## config.mk

```make
export PLATFORM = sky130hd
export DESIGN_NAME = bcd_multiplexed_digit_driver_unit
export DESIGN_NICKNAME = d
export VERILOG_FILES = /design/src/rtl/bmdd_pkg.sv /design/src/rtl/bmdd_digit_emitter.sv /design/src/rtl/bcd_multiplexed_digit_driver_unit.sv
export VERILOG_INCLUDE_DIRS = /design/src /design/src/rtl
export SDC_FILE = /design/constraint.sdc
export NUM_CORES = 1
export LEC_CHECK = 0
export CORE_MARGIN = 2
export CORE_UTILIZATION = 50
export DETAILED_ROUTE_END_ITERATION = 12
export DONT_BUFFER_PORTS = 1
export PLACE_DENSITY = 0.67
export SYNTH_ARGS = -nofsm -noshare
export SYNTH_HDL_FRONTEND = slang
export SYNTH_SLANG_ARGS = --single-unit
export TNS_END_PERCENT = 30
```

## constraint.sdc

```tcl
create_clock -name clk -period 16.8 [get_ports clk]
set_input_delay 2.52 -clock clk [delete_from_list [all_inputs] [get_ports clk]]
set_output_delay 2.52 -clock clk [all_outputs]
set_load 0.02 [all_outputs]
```

## src/rtl/bcd_multiplexed_digit_driver_unit_defines.svh

```systemverilog
// ----------------------------------------------------------------------------
// BCD digit driver assertion macros
// Shared concurrent assertion forms, clocked on clk, quiet during rst_n low.
// ----------------------------------------------------------------------------
`ifndef BCD_MULTIPLEXED_DIGIT_DRIVER_UNIT_DEFINES_SVH
`define BCD_MULTIPLEXED_DIGIT_DRIVER_UNIT_DEFINES_SVH

// Condition holds at every clock edge
`define BMDD_ASSERT_ALWAYS(lbl, cond, msg) \
    lbl: assert property (@(posedge clk) disable iff (!rst_n) (cond)) else $error(msg);

// Consequent holds in the same cycle as the antecedent
`define BMDD_ASSERT_IMPLY(lbl, ante, cons, msg) \
    lbl: assert property (@(posedge clk) disable iff (!rst_n) (ante) |-> (cons)) \
        else $error(msg);

// Consequent holds in the cycle after the antecedent
`define BMDD_ASSERT_NEXT(lbl, ante, cons, msg) \
    lbl: assert property (@(posedge clk) disable iff (!rst_n) (ante) |=> (cons)) \
        else $error(msg);

`endif

```

## src/rtl/bmdd_pkg.sv

```systemverilog
// ----------------------------------------------------------------------------
// BCD digit driver package
// Widths, the load bundle between conversion and emitter, and the
// double-dabble step and range-limit helpers.
// ----------------------------------------------------------------------------
package bmdd_pkg;

    localparam int BIN_W      = 16;                  // binary input width
    localparam int NIB_W      = 4;                   // one BCD digit
    localparam int BCD_DIGITS = 5;                   // digits of a 16-bit value
    localparam int BCD_W      = NIB_W * BCD_DIGITS;
    localparam int WORK_W     = BCD_W + BIN_W;       // double-dabble work word
    localparam int NDIG_W     = 4;                   // digit count
    localparam int CFG_W      = 3;                   // digits_in_use register
    localparam int SEL_W      = 4;                   // digit select lines
    localparam int OUT_DATA_W = SEL_W + NIB_W;       // output tdata width
    localparam int DABBLE_STEPS = 8;                 // shift steps per stage

    localparam logic [CFG_W-1:0] CFG_RESET = 3'd3;

    // Conversion result handed to the digit emitter
    typedef struct packed {
        logic [BCD_W-1:0]  bcd;    // digit k at bits 4k+3..4k, k=0 least significant
        logic [NDIG_W-1:0] ndig;   // effective digit count
        logic              ovf;    // value does not fit
    } bmdd_load_t;

    // Eight double-dabble steps: adjust each BCD nibble, then shift left one bit
    function automatic logic [WORK_W-1:0] dabble8(input logic [WORK_W-1:0] s);
        logic [WORK_W-1:0] w;
        w = s;
        for (int i = 0; i < DABBLE_STEPS; i++)
        begin
            for (int k = 0; k < BCD_DIGITS; k++)
            begin
                if (w[BIN_W + NIB_W*k +: NIB_W] >= 4'd5)
                begin
                    w[BIN_W + NIB_W*k +: NIB_W] = w[BIN_W + NIB_W*k +: NIB_W] + 4'd3;
                end
            end
            w = {w[WORK_W-2:0], 1'b0};
        end
        return w;
    endfunction

    // Smallest value that does not fit in d decimal digits (d of 1 to 5; any other d gives 100000)
    function automatic logic [BIN_W:0] pow10_limit(input logic [NDIG_W-1:0] d);
        logic [BIN_W:0] lim;
        unique case (d)
            4'd1:    lim = 17'd10;
            4'd2:    lim = 17'd100;
            4'd3:    lim = 17'd1000;
            4'd4:    lim = 17'd10000;
            default: lim = 17'd100000;
        endcase
        return lim;
    endfunction

endpackage

```

## src/rtl/bmdd_digit_emitter.sv

```systemverilog
// ----------------------------------------------------------------------------
// BCD digit emitter
// Output register that sends one digit per transaction, most significant
// first, or a single overflow result.
// ----------------------------------------------------------------------------
`include "bcd_multiplexed_digit_driver_unit_defines.svh"

module bmdd_digit_emitter #(
    parameter int MAX_DIGITS = 4
) (
    input  logic                            clk,
    input  logic                            rst_n,
    input  logic                            ld_valid,
    output logic                            ld_ready,
    input  bmdd_pkg::bmdd_load_t            ld,
    output logic                            m_tvalid,
    input  logic                            m_tready,
    output logic [bmdd_pkg::OUT_DATA_W-1:0] m_tdata,   // [3:0] digit_select, [7:4] bcd_digit
    output logic                            m_tlast,   // last
    output logic                            m_tuser    // overflow
);
    import bmdd_pkg::*;

    localparam int DIG_W = NIB_W * MAX_DIGITS;
    localparam int CNT_W = $clog2(MAX_DIGITS + 1);

    logic             out_valid_reg, out_valid_next;
    logic [SEL_W-1:0] sel_reg,       sel_next;
    logic [DIG_W-1:0] dig_reg,       dig_next;
    logic [CNT_W-1:0] rem_reg,       rem_next;
    logic             ovf_reg,       ovf_next;

    logic             last_w;
    logic             out_done;
    logic             ld_fire;
    logic [DIG_W-1:0] dig_ext;
    logic [7:0]       shamt;

    // Place converted digits into the emitter width
    for (genvar k = 0; k < MAX_DIGITS; k++)
    begin : g_ext
        if (k < BCD_DIGITS)
        begin : g_used
            assign dig_ext[NIB_W*k +: NIB_W] = ld.bcd[NIB_W*k +: NIB_W];
        end
        else
        begin : g_zero
            assign dig_ext[NIB_W*k +: NIB_W] = '0;
        end
    end

    // Handshake
    assign last_w   = (rem_reg == CNT_W'(1));
    assign out_done = out_valid_reg && m_tready;
    assign ld_ready = !out_valid_reg || (m_tready && last_w);
    assign ld_fire  = ld_valid && ld_ready;

    // Shift so the most significant shown digit sits in the top nibble
    assign shamt = 8'(NIB_W * MAX_DIGITS) - 8'({ld.ndig, 2'b00});

    // Next state
    always_comb
    begin
        out_valid_next = out_valid_reg;
        sel_next       = sel_reg;
        dig_next       = dig_reg;
        rem_next       = rem_reg;
        ovf_next       = ovf_reg;
        if (out_done)
        begin
            if (last_w)
            begin
                out_valid_next = 1'b0;
            end
            else
            begin
                sel_next = {sel_reg[SEL_W-2:0], 1'b0};
                dig_next = {dig_reg[DIG_W-NIB_W-1:0], {NIB_W{1'b0}}};
                rem_next = rem_reg - CNT_W'(1);
            end
        end
        if (ld_fire)
        begin
            out_valid_next = 1'b1;
            if (ld.ovf)
            begin
                sel_next = '0;
                dig_next = '0;
                rem_next = CNT_W'(1);
                ovf_next = 1'b1;
            end
            else
            begin
                sel_next = SEL_W'(1);
                dig_next = dig_ext << shamt;
                rem_next = CNT_W'(ld.ndig);
                ovf_next = 1'b0;
            end
        end
    end

    // Control registers
    always_ff @(posedge clk or negedge rst_n)
    begin
        if (!rst_n)
        begin
            out_valid_reg <= 1'b0;
            rem_reg       <= '0;
        end
        else
        begin
            out_valid_reg <= out_valid_next;
            rem_reg       <= rem_next;
        end
    end

    // Payload registers
    always_ff @(posedge clk)
    begin
        sel_reg <= sel_next;
        dig_reg <= dig_next;
        ovf_reg <= ovf_next;
    end

    // Outputs
    assign m_tvalid = out_valid_reg;
    assign m_tdata  = {dig_reg[DIG_W-1 -: NIB_W], sel_reg};
    assign m_tlast  = last_w;
    assign m_tuser  = ovf_reg;

    // Checks
    `BMDD_ASSERT_IMPLY(a_ovf_single, out_valid_reg && ovf_reg, last_w && (sel_reg == '0) && (dig_reg[DIG_W-1 -: NIB_W] == '0), "overflow result not a lone blank result")
    `BMDD_ASSERT_IMPLY(a_digit_range, out_valid_reg && !ovf_reg, (dig_reg[DIG_W-1 -: NIB_W] <= 4'd9) && $onehot0(sel_reg), "bad BCD digit or select")
    `BMDD_ASSERT_IMPLY(a_rem_range, out_valid_reg, (rem_reg != '0) && (int'(rem_reg) <= MAX_DIGITS), "remaining count out of range")
    `BMDD_ASSERT_NEXT(a_step, out_done && !last_w, out_valid_reg && (rem_reg == $past(rem_reg) - CNT_W'(1)), "digit sequence did not advance")

endmodule

```

## src/rtl/bcd_multiplexed_digit_driver_unit.sv

```systemverilog
// ----------------------------------------------------------------------------
// BCD multiplexed digit driver
// Converts a binary value to BCD and sends one digit per transaction,
// most significant first, with a one-hot digit select; overflow gives one
// error result.
//
//   channel   dir   handshake            payload
//   s_*       in    s_tvalid/s_tready    tdata[15:0] value
//   m_*       out   m_tvalid/m_tready    tdata[3:0] select, [7:4] BCD; tlast; tuser overflow
//   cfg_*     in    cfg_wr_en            cfg_wr_data digits_in_use
//
// Input transactions are taken every cycle while the pipeline has room.
// From input to the first result a value passes the input register, the
// s2 stage register and the output register (two conversion stages of 8
// double-dabble steps lie between them). Each item gives one result per digit of
// the effective count (digits_in_use clamped to 1..MAX_DIGITS, 1 on overflow): the
// emitter sends one digit per cycle while m_tready is high, which sets the sustained rate.
// Reset clears valid flags and loads digits_in_use with 3; no clearing pass.
// Output stalls back up through the stages to s_tready.
// ----------------------------------------------------------------------------
module bcd_multiplexed_digit_driver_unit #(
    parameter int MAX_DIGITS = 4
) (
    input  logic                            clk,
    input  logic                            rst_n,
    input  logic                            cfg_wr_en,
    input  logic [bmdd_pkg::CFG_W-1:0]      cfg_wr_data,
    input  logic                            s_tvalid,
    output logic                            s_tready,
    input  logic [bmdd_pkg::BIN_W-1:0]      s_tdata,   // [15:0] value
    output logic                            m_tvalid,
    input  logic                            m_tready,
    output logic [bmdd_pkg::OUT_DATA_W-1:0] m_tdata,   // [3:0] digit_select, [7:4] bcd_digit
    output logic                            m_tlast,   // last
    output logic                            m_tuser    // overflow
);
    import bmdd_pkg::*;

    logic [CFG_W-1:0]  digits_in_use_reg;
    logic [NDIG_W-1:0] eff_digits;
    logic              in_ovf;

    logic              s1_valid_reg;
    logic [WORK_W-1:0] s1_work_reg;
    logic [NDIG_W-1:0] s1_ndig_reg;
    logic              s1_ovf_reg;
    logic              s1_ready;

    logic              s2_valid_reg;
    logic [WORK_W-1:0] s2_work_reg;
    logic [NDIG_W-1:0] s2_ndig_reg;
    logic              s2_ovf_reg;
    logic              s2_ready;

    logic [WORK_W-1:0] conv_work;
    bmdd_load_t        ld_info;
    logic              ld_ready;

    // Configuration register
    always_ff @(posedge clk or negedge rst_n)
    begin
        if (!rst_n)
        begin
            digits_in_use_reg <= CFG_RESET;
        end
        else if (cfg_wr_en)
        begin
            digits_in_use_reg <= cfg_wr_data;
        end
    end

    // Clamp digit count to 1..MAX_DIGITS
    always_comb
    begin
        priority if (digits_in_use_reg == '0)
        begin
            eff_digits = NDIG_W'(1);
        end
        else if (int'(digits_in_use_reg) > MAX_DIGITS)
        begin
            eff_digits = NDIG_W'(MAX_DIGITS);
        end
        else
        begin
            eff_digits = NDIG_W'(digits_in_use_reg);
        end
    end

    assign in_ovf = ({1'b0, s_tdata} >= pow10_limit(eff_digits));

    // Stage readiness
    assign s2_ready = !s2_valid_reg || ld_ready;
    assign s1_ready = !s1_valid_reg || s2_ready;
    assign s_tready = s1_ready;

    // Valid flags
    always_ff @(posedge clk or negedge rst_n)
    begin
        if (!rst_n)
        begin
            s1_valid_reg <= 1'b0;
            s2_valid_reg <= 1'b0;
        end
        else
        begin
            if (s1_ready)
            begin
                s1_valid_reg <= s_tvalid;
            end
            if (s2_ready)
            begin
                s2_valid_reg <= s1_valid_reg;
            end
        end
    end

    // Input register and first half of the conversion
    always_ff @(posedge clk)
    begin
        if (s1_ready && s_tvalid)
        begin
            s1_work_reg <= {{BCD_W{1'b0}}, s_tdata};
            s1_ndig_reg <= eff_digits;
            s1_ovf_reg  <= in_ovf;
        end
        if (s2_ready && s1_valid_reg)
        begin
            s2_work_reg <= dabble8(s1_work_reg);
            s2_ndig_reg <= s1_ndig_reg;
            s2_ovf_reg  <= s1_ovf_reg;
        end
    end

    // Second half of the conversion feeds the emitter
    assign conv_work    = dabble8(s2_work_reg);
    assign ld_info.bcd  = conv_work[WORK_W-1 -: BCD_W];
    assign ld_info.ndig = s2_ndig_reg;
    assign ld_info.ovf  = s2_ovf_reg;

    bmdd_digit_emitter #(
        .MAX_DIGITS (MAX_DIGITS)
    ) u_emitter (
        .clk      (clk),
        .rst_n    (rst_n),
        .ld_valid (s2_valid_reg),
        .ld_ready (ld_ready),
        .ld       (ld_info),
        .m_tvalid (m_tvalid),
        .m_tready (m_tready),
        .m_tdata  (m_tdata),
        .m_tlast  (m_tlast),
        .m_tuser  (m_tuser)
    );

endmodule
```

**Word-level counts from Yosys, hierarchy flattened**

Index checks and enable logic that the tools add are counted.

- Register bits: 80
- Input port bits: 24
- Output and inout bits: 12
- Logic and storage cells: 253

- Add/subtract/negate cells: 59
- Magnitude comparators: 59
- Equality and inequality tests: 6
- Shift-type cells: 1
- Multiplexer cells: 98
- Reductions and logical operators: 16

Operators by type and width:

| operator | number |
|---|---|
| 2-to-1 mux 4 bit | 74 |
| greater-or-equal comparator 4 x 3 -> 1 bit, second input constant | 57 |
| adder 4 x 2 -> 4 bit, second input constant | 48 |
| case mux 17 bit (4 select lines) | 1 |
| 2-to-1 mux 16 bit | 4 |
| 2-to-1 mux 3 bit | 14 |
| adder 3 x 2 -> 3 bit, second input constant | 9 |
| greater-or-equal comparator 16 x 17 -> 1 bit | 1 |
| << shifter 16 x 8 -> 16 bit | 1 |
| == test 4 x 2 -> 1 bit, second input constant | 2 |
| subtractor 5 x 6 -> 7 bit, first input constant | 1 |
| logical AND 1 bit | 5 |
| 2-to-1 mux 1 bit | 5 |
| == test 4 x 1 -> 1 bit, second input constant | 1 |
| == test 4 x 3 -> 1 bit, second input constant | 1 |
| AND reduction 2 bit | 2 |
| nonzero test 2 bit | 2 |
| == test 3 x 1 -> 1 bit, second input constant | 1 |
| > comparator 3 bit, second input constant | 1 |
| zero test 1 bit | 3 |
| zero test 3 bit | 1 |
| logical OR 1 bit | 3 |
| subtractor 3 x 1 -> 3 bit, second input constant | 1 |
| != test 2 bit, second input constant | 1 |

**Logic depth before layout (Yosys ltp)**

Gate-level depths: netlist of run 1.

- Word-level depth: 26
- Depth in mapped cells: 39
- Mapped depth without buffers: 38

**By module**

Synthesis of run 1 repeated with hierarchy kept, for this count alone.

- Cells, all modules: 893
- Area total of the unflattened synthesis: 7686.1 um^2

Modules (own cells, without submodules):

| module | instances | cells each | area each (um^2) | sequential area each (um^2) |
|---|---|---|---|---|
| bcd_multiplexed_digit_driver_unit | 1 | 771 | 6241.0 | 1388.8 |
| bmdd_digit_emitter | 1 | 122 | 1445.1 | 730.7 |

**Worst setup path before layout of run 1**

OpenSTA, ideal clock, no wires.

- Kind: register -> register
- From: register s2_work_reg[20]
- To: register u_emitter.dig_reg[9] (data pin)
- Setup time: 0.277 ns
- Data arrival time: 6.505 ns
- Data required time: 16.523 ns
- Slack: 10.018 ns
- Stages on the path, launching flop included: 37
- Buffers on the path: 1
- Clock period less this slack: 6.782 ns
- Path through: edfxtp_1 inv_1 ha_1 buf_4 and2b_1 nor3_1 nor2_1 nand2_1 ha_1 a21oi_1 or3_1 and2_1 ha_1 nor2_1 a221o_1 nand2_4 inv_2 ha_1 nor3_1 o21a_1 ha_1 inv_1 o211ai_1 a21boi_1 nor2_1 inv_1 ha_1 nor3_1 a311oi_1 o22ai_1 ha_1 or4_1 a311o_1 and2_1 a211o_1 nand2_1 o221ai_1

- Word-level cells in the longest chain between the ends: 19
- Elaborated cells on any way between the ends: 66
- Those cells by class: add/sub: 21; order compare: 21; shift: 1; mux: 23

RTL lines:

| element | RTL line | source |
|---|---|---|
| start: declaration | bcd_multiplexed_digit_driver_unit.sv:50 | `logic [WORK_W-1:0] s2_work_reg;` |
| start signal: assignment | bcd_multiplexed_digit_driver_unit.sv:128 | `s2_work_reg <= dabble8(s1_work_reg);` |
| adder 4 x 2 -> 4 bit / greater-or-equal comparator 4 x 3 -> 1 bit (equally long branches) | bmdd_pkg.sv:38, bmdd_pkg.sv:36 |  |
| 2-to-1 mux 4 bit (*) | bmdd_pkg.sv:36 | `if (w[BIN_W + NIB_W*k +: NIB_W] >= 4'd5)` |
| adder 4 x 2 -> 4 bit / greater-or-equal comparator 4 x 3 -> 1 bit (equally long branches) | bmdd_pkg.sv:38, bmdd_pkg.sv:36 |  |
| 2-to-1 mux 4 bit | bmdd_pkg.sv:36 |  |
| adder 4 x 2 -> 4 bit (tied with other cells) | bmdd_pkg.sv:38 | `w[BIN_W + NIB_W*k +: NIB_W] = w[BIN_W + NIB_W*k +: NIB_W] + 4'd3;` |
| 2-to-1 mux 4 bit / 2-to-1 mux 3 bit (equally long branches) | bmdd_pkg.sv:36 |  |
| adder 4 x 2 -> 4 bit (tied with other cells) | bmdd_pkg.sv:38 |  |
| 2-to-1 mux 4 bit / 2-to-1 mux 3 bit (equally long branches) | bmdd_pkg.sv:36 |  |
| [... 4 more ...] | n/a |  |
| adder 4 x 2 -> 4 bit (tied with other cells) | bmdd_pkg.sv:38 |  |
| 2-to-1 mux 4 bit / 2-to-1 mux 3 bit (equally long branches) | bmdd_pkg.sv:36 |  |
| adder 4 x 2 -> 4 bit (tied with other cells) | bmdd_pkg.sv:38 |  |
| 2-to-1 mux 4 bit / 2-to-1 mux 3 bit (equally long branches) | bmdd_pkg.sv:36 |  |
| << shifter 16 x 8 -> 16 bit (*) | bmdd_digit_emitter.sv:95 | `dig_next = dig_ext << shamt;` |
| 2-to-1 mux 16 bit (*) | bmdd_digit_emitter.sv:85 | `if (ld.ovf)` |
| 2-to-1 mux 16 bit (*) | bmdd_digit_emitter.sv:82 | `if (ld_fire)` |
| via u_emitter.dig_next[9] | bmdd_digit_emitter.sv:29 | `logic [DIG_W-1:0] dig_reg, dig_next;` |
| end signal: assignment | bmdd_digit_emitter.sv:121 | `dig_reg <= dig_next;` |
| end: declaration | bmdd_digit_emitter.sv:29 |  |

Mark *: on every way through the listed nets, which the timed path passes. The rest lies on a longest branch.
A chain may end at the register's enable or synchronous reset.

**Final worst setup path of run 1**

Ends and elaborated chain as after synthesis.

==> results of run 1 <==
critical path, delay by kind of cell (launching register included):
family	cells	cell delay [ps]
adders and majority gates	6	1480
DFF	1	490
and+or+nand+nor	14	2660
AOI/OAI and AO/OA	10	2290
buffers and inverters	4	340
final cells by class:
type | count | area [um2]
Sequential cell | 72 | 2120
Inverter | 77 | 289.0
Fill cell | 1486 | 7073
Clock inverter | 6 | 43.79
Clock buffer | 10 | 229.0
Multi-Input combinational cell | 732 | 5296
Tap cell | 211 | 264.0
through the flow:
| step | util [%] | cells | cell area (um2) | worst slack [ps] | hold WS (ps) |
|---|---|---|---|---|---|
| after floorplan | - | 915 | 7875 | 10020 | 400.3 |
| after global placement | 52.03 | 1092 | 7969 | 9590 | 401.7 |
| after detailed placement | 52.03 | 1092 | 7969 | 9350 | 404.5 |
| after CTS | 53.82 | 1108 | 8242 | 9335 | 417.3 |
| after global routing | 53.82 | 1108 | 8242 | 8599 | 422.3 |
| final | 53.82 | 1108 | 8242 | 9254 | 417.3 |
metal layers:
layer  vias to the layer above  GRT usage, %  share of wire (%)
met5                         -             0                  0
met2                       176         34.21                 46
met3                        13         3.633                5.2
li1                       3440             -                  -
met4                         0         5.123               0.99
met1                      3148         27.74                 47
placed cells by master, fill, tap and decap left out, types with 12 or more instances in the layout:
cell,n
sky130_fd_sc_hd__a211oi_1,13
sky130_fd_sc_hd__a21o_1,12
sky130_fd_sc_hd__a21oi_1,56
sky130_fd_sc_hd__and2_1,21
sky130_fd_sc_hd__edfxtp_1,63
sky130_fd_sc_hd__ha_1,55
sky130_fd_sc_hd__inv_1,71
sky130_fd_sc_hd__mux2i_1,21
sky130_fd_sc_hd__nand2_1,72
sky130_fd_sc_hd__nand2b_1,14
sky130_fd_sc_hd__nand3_1,26
sky130_fd_sc_hd__nor2_1,53
sky130_fd_sc_hd__nor3_1,26
sky130_fd_sc_hd__o211ai_1,16
sky130_fd_sc_hd__o21ai_0,62
sky130_fd_sc_hd__o21ai_1,15
sky130_fd_sc_hd__xnor2_1,15
logic make-up after synthesis:
family | Yosys count | share of synthesized area [%]
DFF | 72 | 26.93
muxes | 37 | 5.706
adders and majority gates | 56 | 8.870
AOI/OAI and AO/OA | 329 | 30.60
and+or+nand+nor | 286 | 18.96
buffers and inverters | 111 | 5.834
other | 1 | 0.04764
xor gates and xnor gates | 22 | 3.052
worst paths after layout:
path | from | to | slack [ps] | depth (start not counted)
max | s2_work_reg[20]$_DFFE_PP_ | u_emitter.dig_reg[9]$_DFFE_PP_ | 9250 | 34
min reg2reg | s1_work_reg[7]$_DFFE_PP_ | s2_work_reg[15]$_DFFE_PP_ | 420 | 0
min in group asynchronous | rst_n | u_emitter.m_tvalid$_DFFE_PN0P_ | 1860 | 0
max reg2reg | s2_work_reg[20]$_DFFE_PP_ | u_emitter.dig_reg[9]$_DFFE_PP_ | 9250 | 34
min | s1_work_reg[7]$_DFFE_PP_ | s2_work_reg[15]$_DFFE_PP_ | 420 | 0
max in group asynchronous | rst_n | digits_in_use_reg[0]$_DFFE_PN1P_ | 14770 | 0
==> flow_summary.ini, run 1 <==
[sta]
timing.max_slew.rel_slack_pct = 37.04
worst-slew-pin-transition_ps = 944.4
final-max-slew-violation-count = 0
max_freq_mhz = 132.5
layout_worst_path_cycle_share_pct = 44.92
setup-violations-final = 0
fin_worst_skew_ps = 9.422
fin_crit_ps = 7546
fin_tns_setup_ps = 0
hold_viol = 0
rsz0062_at_grt = false

[yosys]
synthDistinctLibCells = 114
synth-seq-cells = 72
synth_enable_flop_cells = 63
synthesis.instances = 914
yosys-top-cells-count = sky130_fd_sc_hd__nand2_1 (72), sky130_fd_sc_hd__inv_1 (71), sky130_fd_sc_hd__edfxtp_1 (63)
netlist_area_before_placement_um2 = 7871
synth_flop_cell = sky130_fd_sc_hd__edfxtp_1
netlist.top_cell.by_area = sky130_fd_sc_hd__edfxtp_1
synth_top_area_share_pct = 24.03
synth.top_cells.by_area = sky130_fd_sc_hd__edfxtp_1 (24%), sky130_fd_sc_hd__ha_1 (8.7%), sky130_fd_sc_hd__o21ai_0 (3.9%)
yosys.cell_count.top_type = sky130_fd_sc_hd__nand2_1
syn-mean-instance-area_um2 = 8.612
synth.yosys.warnings = 0
async_reset_ff_share_pct = 12.50
yosysSeqAreaShare_pct = 26.93

[routing]
num_vias = 6777
drt.antenna.violating_nets = 0
routed_via_density = 6.116
dr.pass1.iters = 5
wirelength_um = 16620
route.detailed.drc = 0
detailedRoute.firstIterationViolations = 563
post_drt_wl_per_cell_um = 15.00

[cells_and_area]
post_route_cells_drive_above_1_share_pct = 10.14
synthToLayoutAreaGrowth_pct = 4.705
antenna_cells_inserted = 0
largest_register_ffs = 18
design.final.nets = 971

[clocking]
clkLatencyLatePin_ps = 350
clkSinkCount = 72
hold_buf_count_cts = 0
path_clk_slew_ps = 60
ctsLongestPathBuffers = 2
clock-root-buffer = sky130_fd_sc_hd__clkbuf_16
ctsHtreeMaxLevel = 3
post_cts_buffers = 0
cts_made_buffers = 9
cts_tree = built
cts.repair.resized = 0

[global_routing]
grt_antenna_before_repair = 0
globalRouteOverflowTotal = 0
grt_start_max_net_pins = 23
grt_util_all_layers_pct = 20.50
first_global_vias = 6277
global_route_wire_length_before_repair_um = 28500

[place]
io_buffers = 0
gp_congestion = 0.8546
post-dp-hpwl_um = 12890

[worst_setup_path]
max_stage_delay_ps = 530
path_max_fanout = 10
cp.required_ps = 16870
endpoint_kind = flip-flop
crit_path_category = reg2reg
timing.critical_path.from_type = flip-flop
critical_path.slowest_cell = sky130_fd_sc_hd__or4_1
timing.critical_path.mode_cell = sky130_fd_sc_hd__ha_1
arrival_worst_endpoint_ps = 7610

[die]
fp.dieW_um = 129.5
chipHeight_um = 129.5
floorplan.core_area_um2 = 15310
initial_core_util_pct = 51.40
die_area_um2 = 16760
num_io_pins = 36
placementRows = 45

[worst_hold_path]
worst_hold_path_type = reg2reg

[status]
status = completed

[job]
cap_viol_max_count = 0
Power of run 1 is not shown: default switching activity piles up to over one toggle a cycle in this logic, so the estimate is an artifact.
==> run 2: changes to the inputs <==
clock period = 7.32 ns   (was 16.8 ns; I/O delays follow)
==> run 2 against run 1 <==
Compared with the run above: flip-flop and latch count unchanged; critical path depth fell by 1; final area up 3.9%; clock skew grew 3.7 ps; highest routed layer unchanged; critical path type unchanged; first-iteration DRC count shrank 21%; die area unchanged.
==> flow_summary.ini, run 2 (synthesized netlist as in run 1, its figures left out) <==
[sta]
fin_crit_ps = 6882
hold_viol = 0
worst-slew-pin-transition_ps = 980.1
final_worst_hold_slack_ps = 413.7
timing.max_slew.rel_slack_pct = 34.66
final-max-slew-violation-count = 0
finalWorstSetupSlack_ps = 437.7
setup-violations-final = 0
fin_tns_setup_ps = 0
fin_worst_skew_ps = 13.07
max_freq_mhz = 145.3
layout_worst_path_cycle_share_pct = 94.02

[global_routing]
most_heavily_used_metal_layer_in_global_routing = met2
first_global_vias = 6097
globalRouteMet3Util_pct = 4.294
grt_start_max_net_pins = 23
globalRouteMet1Util_pct = 28.06
global_route_wire_length_before_repair_um = 27970
grt_antenna_before_repair = 0
grt_util_met2_pct = 32.17
grt_util_all_layers_pct = 20.13
globalRouteOverflowTotal = 0

[routing]
num_vias = 6795
wirelength_um = 16800
drt.antenna.violating_nets = 0
dr.pass1.iters = 5
routed_via_density = 6.003
post_drt_wl_per_cell_um = 14.84
route.detailed.drc = 0
detailedRoute.firstIterationViolations = 447

[die]
die_area_um2 = 16760
placementRows = 45
fp.dieW_um = 129.5
num_io_pins = 36
chipHeight_um = 129.5
floorplan.core_area_um2 = 15310
initial_core_util_pct = 51.40

[worst_setup_path]
timing.critical_path.from_type = flip-flop
timing.critical_path.mode_cell = sky130_fd_sc_hd__ha_1
cp.required_ps = 7400
path_max_fanout = 8
endpoint_kind = flip-flop
crit_path_category = reg2reg
arrival_worst_endpoint_ps = 6960
max_stage_delay_ps = 520
critical_path.slowest_cell = sky130_fd_sc_hd__or4_1

[clocking]
cts_made_buffers = 9
clock-root-buffer = sky130_fd_sc_hd__clkbuf_16
cts_tree = built
clkLatencyLatePin_ps = 340
ctsLongestPathBuffers = 2
hold_buf_count_cts = 0
ctsHtreeMaxLevel = 3
clkSinkCount = 72
path_clk_slew_ps = 60

[cells_and_area]
design.final.nets = 995
layout.cells.most_common_list = sky130_fd_sc_hd__nand2_1 (72), sky130_fd_sc_hd__inv_1 (70), sky130_fd_sc_hd__edfxtp_1 (63), sky130_fd_sc_hd__o21ai_0 (62), sky130_fd_sc_hd__a21oi_1 (55)
layout.cells.most_common = sky130_fd_sc_hd__nand2_1
largest_register_ffs = 18
post_route_cells_drive_above_1_share_pct = 14.77
antenna_cells_inserted = 0
synthToLayoutAreaGrowth_pct = 8.822

[job]
cap_viol_max_count = 0

[place]
preCtsSetupSlack_ps = 139.1
io_buffers = 0
gp_congestion = 0.8752
post-dp-hpwl_um = 12800

[status]
status = completed

[worst_hold_path]
worst_hold_path_type = reg2reg
-- run 2: per-stage QoR --
step / instance area (um2) / util [%] / instances
6_report: 8566 / 55.93 / 1132
3_3_place_gp: 8082 / 52.77 / 1107
5_1_grt: 8566 / 55.93 / 1132
3_5_place_dp: 8082 / 52.77 / 1107
4_1_cts: 8391 / 54.79 / 1123
2_1_floorplan: 7875 / - / 915
-- run 2: timing repair --
| action | CTS | global route |
|---|---|---|
| gates resized for setup | 0 | 22 |
| setup endpoints to repair | 0 | 9 |
| buffers inserted | 0 | 9 |
-- run 2: final timing paths --
kind,startpoint,end,slack [ps],cells after the start
worst max-delay path,s2_work_reg[21]$_DFFE_PP_,u_emitter.dig_reg[15]$_DFFE_PP_,440,33
worst min-delay path,s1_work_reg[6]$_DFFE_PP_,s2_work_reg[14]$_DFFE_PP_,410,0
worst max register to register,s2_work_reg[21]$_DFFE_PP_,u_emitter.dig_reg[15]$_DFFE_PP_,440,33
worst min register to register,s1_work_reg[6]$_DFFE_PP_,s2_work_reg[14]$_DFFE_PP_,410,0
max in group asynchronous,rst_n,digits_in_use_reg[0]$_DFFE_PN1P_,6700,0
min in group asynchronous,rst_n,s1_valid_reg$_DFFE_PN0N_,440,0
-- run 2: cell type report --
cell class	instances	area, um2
Clock buffer	11	264.0
Clock inverter	5	45.04
Fill cell	1424	6749
Inverter	77	289.0
Multi-Input combinational cell	732	5404
Sequential cell	72	2120
Tap cell	211	264.0
Timing Repair Buffer	24	180.2
-- run 2: metal layers --
| metal | up-vias | wire length (um) |
|---|---|---|
| met5 | - | 0 |
| met1 | 3174 | 8231 |
| li1 | 3471 | - |
| met4 | 0 | 151 |
| met3 | 12 | 732 |
| met2 | 138 | 7684 |
-- run 2: critical path: cells and delay by family, from the launching register on --
family | cells | cell delay, ps
compound gates | 13 | 2490
fa+ha+maj | 6 | 1310
buf+inv | 4 | 310
flops | 1 | 420
mux | 1 | 260
simple gates | 9 | 1820
Power of run 2 is left out for the same reason.
==> run 3: changes to the inputs <==
BUFFER_PORTS_ARGS = -buffer_cell sky130_fd_sc_hd__buf_2   (was default)
DONT_BUFFER_PORTS = default   (was 1)
GPL_TIMING_DRIVEN = 0   (was default)
PLACE_DENSITY = 0.69   (was 0.67)
==> run 3 against run 2 <==
Compared with the run above: hold slack about the same; first-iteration DRC count increased by 22%; critical path depth decreased by 1; non-clock buffer count increased by 67; global-route usage increased by 0.44 points; wire length increased by 2.2%.
==> flow_summary.ini, run 3 (synthesized netlist as in run 1, its figures left out) <==
[worst_setup_path]
crit_path_category = reg2reg
r2r_setup_slack_ps = 160
timing.critical_path.from_type = flip-flop
cp.required_ps = 7400
path_max_fanout = 9
critical_path.slowest_cell = sky130_fd_sc_hd__or4_1
arrival_worst_endpoint_ps = 7240
reg2reg_from = s2_work_reg[16]$_DFFE_PP_
max_stage_delay_ps = 530
worst_flop_to_flop_path_endpoint = u_emitter.dig_reg[12]$_DFFE_PP_
ff2ff_path_depth = 32
endpoint_kind = flip-flop

[cells_and_area]
design.final.nets = 1062
layout.cells.most_common_list = sky130_fd_sc_hd__nand2_1 (71), sky130_fd_sc_hd__inv_1 (70), sky130_fd_sc_hd__edfxtp_1 (63), sky130_fd_sc_hd__o21ai_0 (61), sky130_fd_sc_hd__nor2_1 (53)
post_route_cells_drive_above_1_share_pct = 20.14
largest_register_ffs = 18
layout.cells.most_common = sky130_fd_sc_hd__nand2_1
antenna_cells_inserted = 0
synthToLayoutAreaGrowth_pct = 14.48

[clocking]
path_clk_slew_ps = 60
cts_tree = built
ctsLongestPathBuffers = 2
ctsHtreeMaxLevel = 3
cts_made_buffers = 9
clkSinkCount = 72
hold_buf_count_cts = 0
clkLatencyLatePin_ps = 340
clock-root-buffer = sky130_fd_sc_hd__clkbuf_16

[routing]
routed_via_density = 5.978
route.detailed.drc = 0
num_vias = 7168
post_drt_wl_per_cell_um = 14.32
drt.antenna.violating_nets = 0
dr.pass1.iters = 5
wirelength_um = 17170
detailedRoute.firstIterationViolations = 544

[sta]
final-max-slew-violation-count = 0
worst-slew-pin-transition_ps = 951.0
layout_worst_path_cycle_share_pct = 97.81
hold_viol = 0
setup-violations-final = 0
fin_worst_skew_ps = 11.15
timing.max_slew.rel_slack_pct = 36.60
finalWorstSetupSlack_ps = 160.5
fin_crit_ps = 7160
max_freq_mhz = 139.7

[global_routing]
grt_antenna_before_repair = 0
globalRouteOverflowTotal = 0
grt_start_max_net_pins = 23
global_route_wire_length_before_repair_um = 28870
grt_util_all_layers_pct = 20.57
first_global_vias = 6411

[worst_hold_path]
min_delay_path_depth = 0
start_point_of_the_worst_min_delay_path = s1_work_reg[2]$_DFFE_PP_
worst_hold_path_type = reg2reg
whs_endpoint = s2_work_reg[10]$_DFFE_PP_

[place]
preCtsSetupSlack_ps = -242.7
io_buffers = 35
post-dp-hpwl_um = 12830
gp_congestion = 0.8888

[die]
num_io_pins = 36
floorplan.core_area_um2 = 15310
placementRows = 45
fp.dieW_um = 129.5
chipHeight_um = 129.5
die_area_um2 = 16760
initial_core_util_pct = 51.40

[job]
cap_viol_max_count = 0

[status]
status = completed
run 3: cell types whose count changed in the layout (fill, tap and decap cells not counted), moves of 3 or more:
cell / change
sky130_fd_sc_hd__a21oi_1: -3
sky130_fd_sc_hd__buf_2: +41
sky130_fd_sc_hd__buf_4: +6
sky130_fd_sc_hd__clkbuf_1: +19
sky130_fd_sc_hd__o21ai_2: +3
run 3: how the worst max path moves through the flow:
stage / startpoint / to / slack, ps / cells after the start
global route: s2_work_reg[16]$_DFFE_PP_ / u_emitter.dig_reg[13]$_DFFE_PP_ / -120 / 32
finish: s2_work_reg[16]$_DFFE_PP_ / u_emitter.dig_reg[12]$_DFFE_PP_ / 160 / 32
floorplan: s2_work_reg[20]$_DFFE_PP_ / u_emitter.dig_reg[9]$_DFFE_PP_ / 540 / 36
global placement: s2_work_reg[20]$_DFFE_PP_ / u_emitter.dig_reg[12]$_DFFE_PP_ / -200 / 35
CTS: s2_work_reg[16]$_DFFE_PP_ / u_emitter.dig_reg[12]$_DFFE_PP_ / 50 / 29
detailed placement: s2_work_reg[20]$_DFFE_PP_ / u_emitter.dig_reg[12]$_DFFE_PP_ / -240 / 36
run 3: final cells by class:
type | instances | area, um2
fillers | 1389 | 6304
multi-input cells | 732 | 5507
well taps | 211 | 264.0
flip-flops and latches | 72 | 2120
repair buffers | 57 | 340.3
inverters | 77 | 294.0
plain buffers | 34 | 172.7
clock buffers | 9 | 225.2
clock inverters | 7 | 88.84
run 3: what timing repair did:
| action | in CTS | in global routing |
|---|---|---|
| resized for setup | 6 | 41 |
| pin swaps | 1 | 13 |
| buffers inserted | 4 | 18 |
| endpoints found under the setup margin | 7 | 10 |
run 3: metal layers:
metal	routed length, um	part of all wire, %	global-route usage [%]	vias up
li1	-	-	-	3602
met1	8035	47	28.27	3328
met2	7943	46	33.65	210
met3	864	5.0	3.386	28
met4	323	1.9	5.882	0
met5	0	0	0	-
run 3: through the flow:
stage	utilization [%]	area (um2)	cells	hold WS, ps	TNS [ps]
after CTS	56.82	8702	1181	413.5	0
after detailed placement	54.29	8314	1161	404.5	-1182
after floorplan	-	7875	915	400.3	0
after global placement	54.29	8314	1161	400.8	-829.6
after global routing	58.84	9011	1199	424.2	-593.2
final	58.84	9011	1199	413.4	0
run 3: worst max-delay path: cells and delay by family, from the launching register on:
kind | cells | cell delay (ps)
AND/OR/NAND/NOR | 9 | 2090
flip-flops | 1 | 350
adder cells (fa/ha/maj) | 5 | 1050
XOR/XNOR | 2 | 480
AO/OA/AOI/OAI | 10 | 2340
buffers and inverters | 6 | 600
Power of run 3 is left out for the same reason.
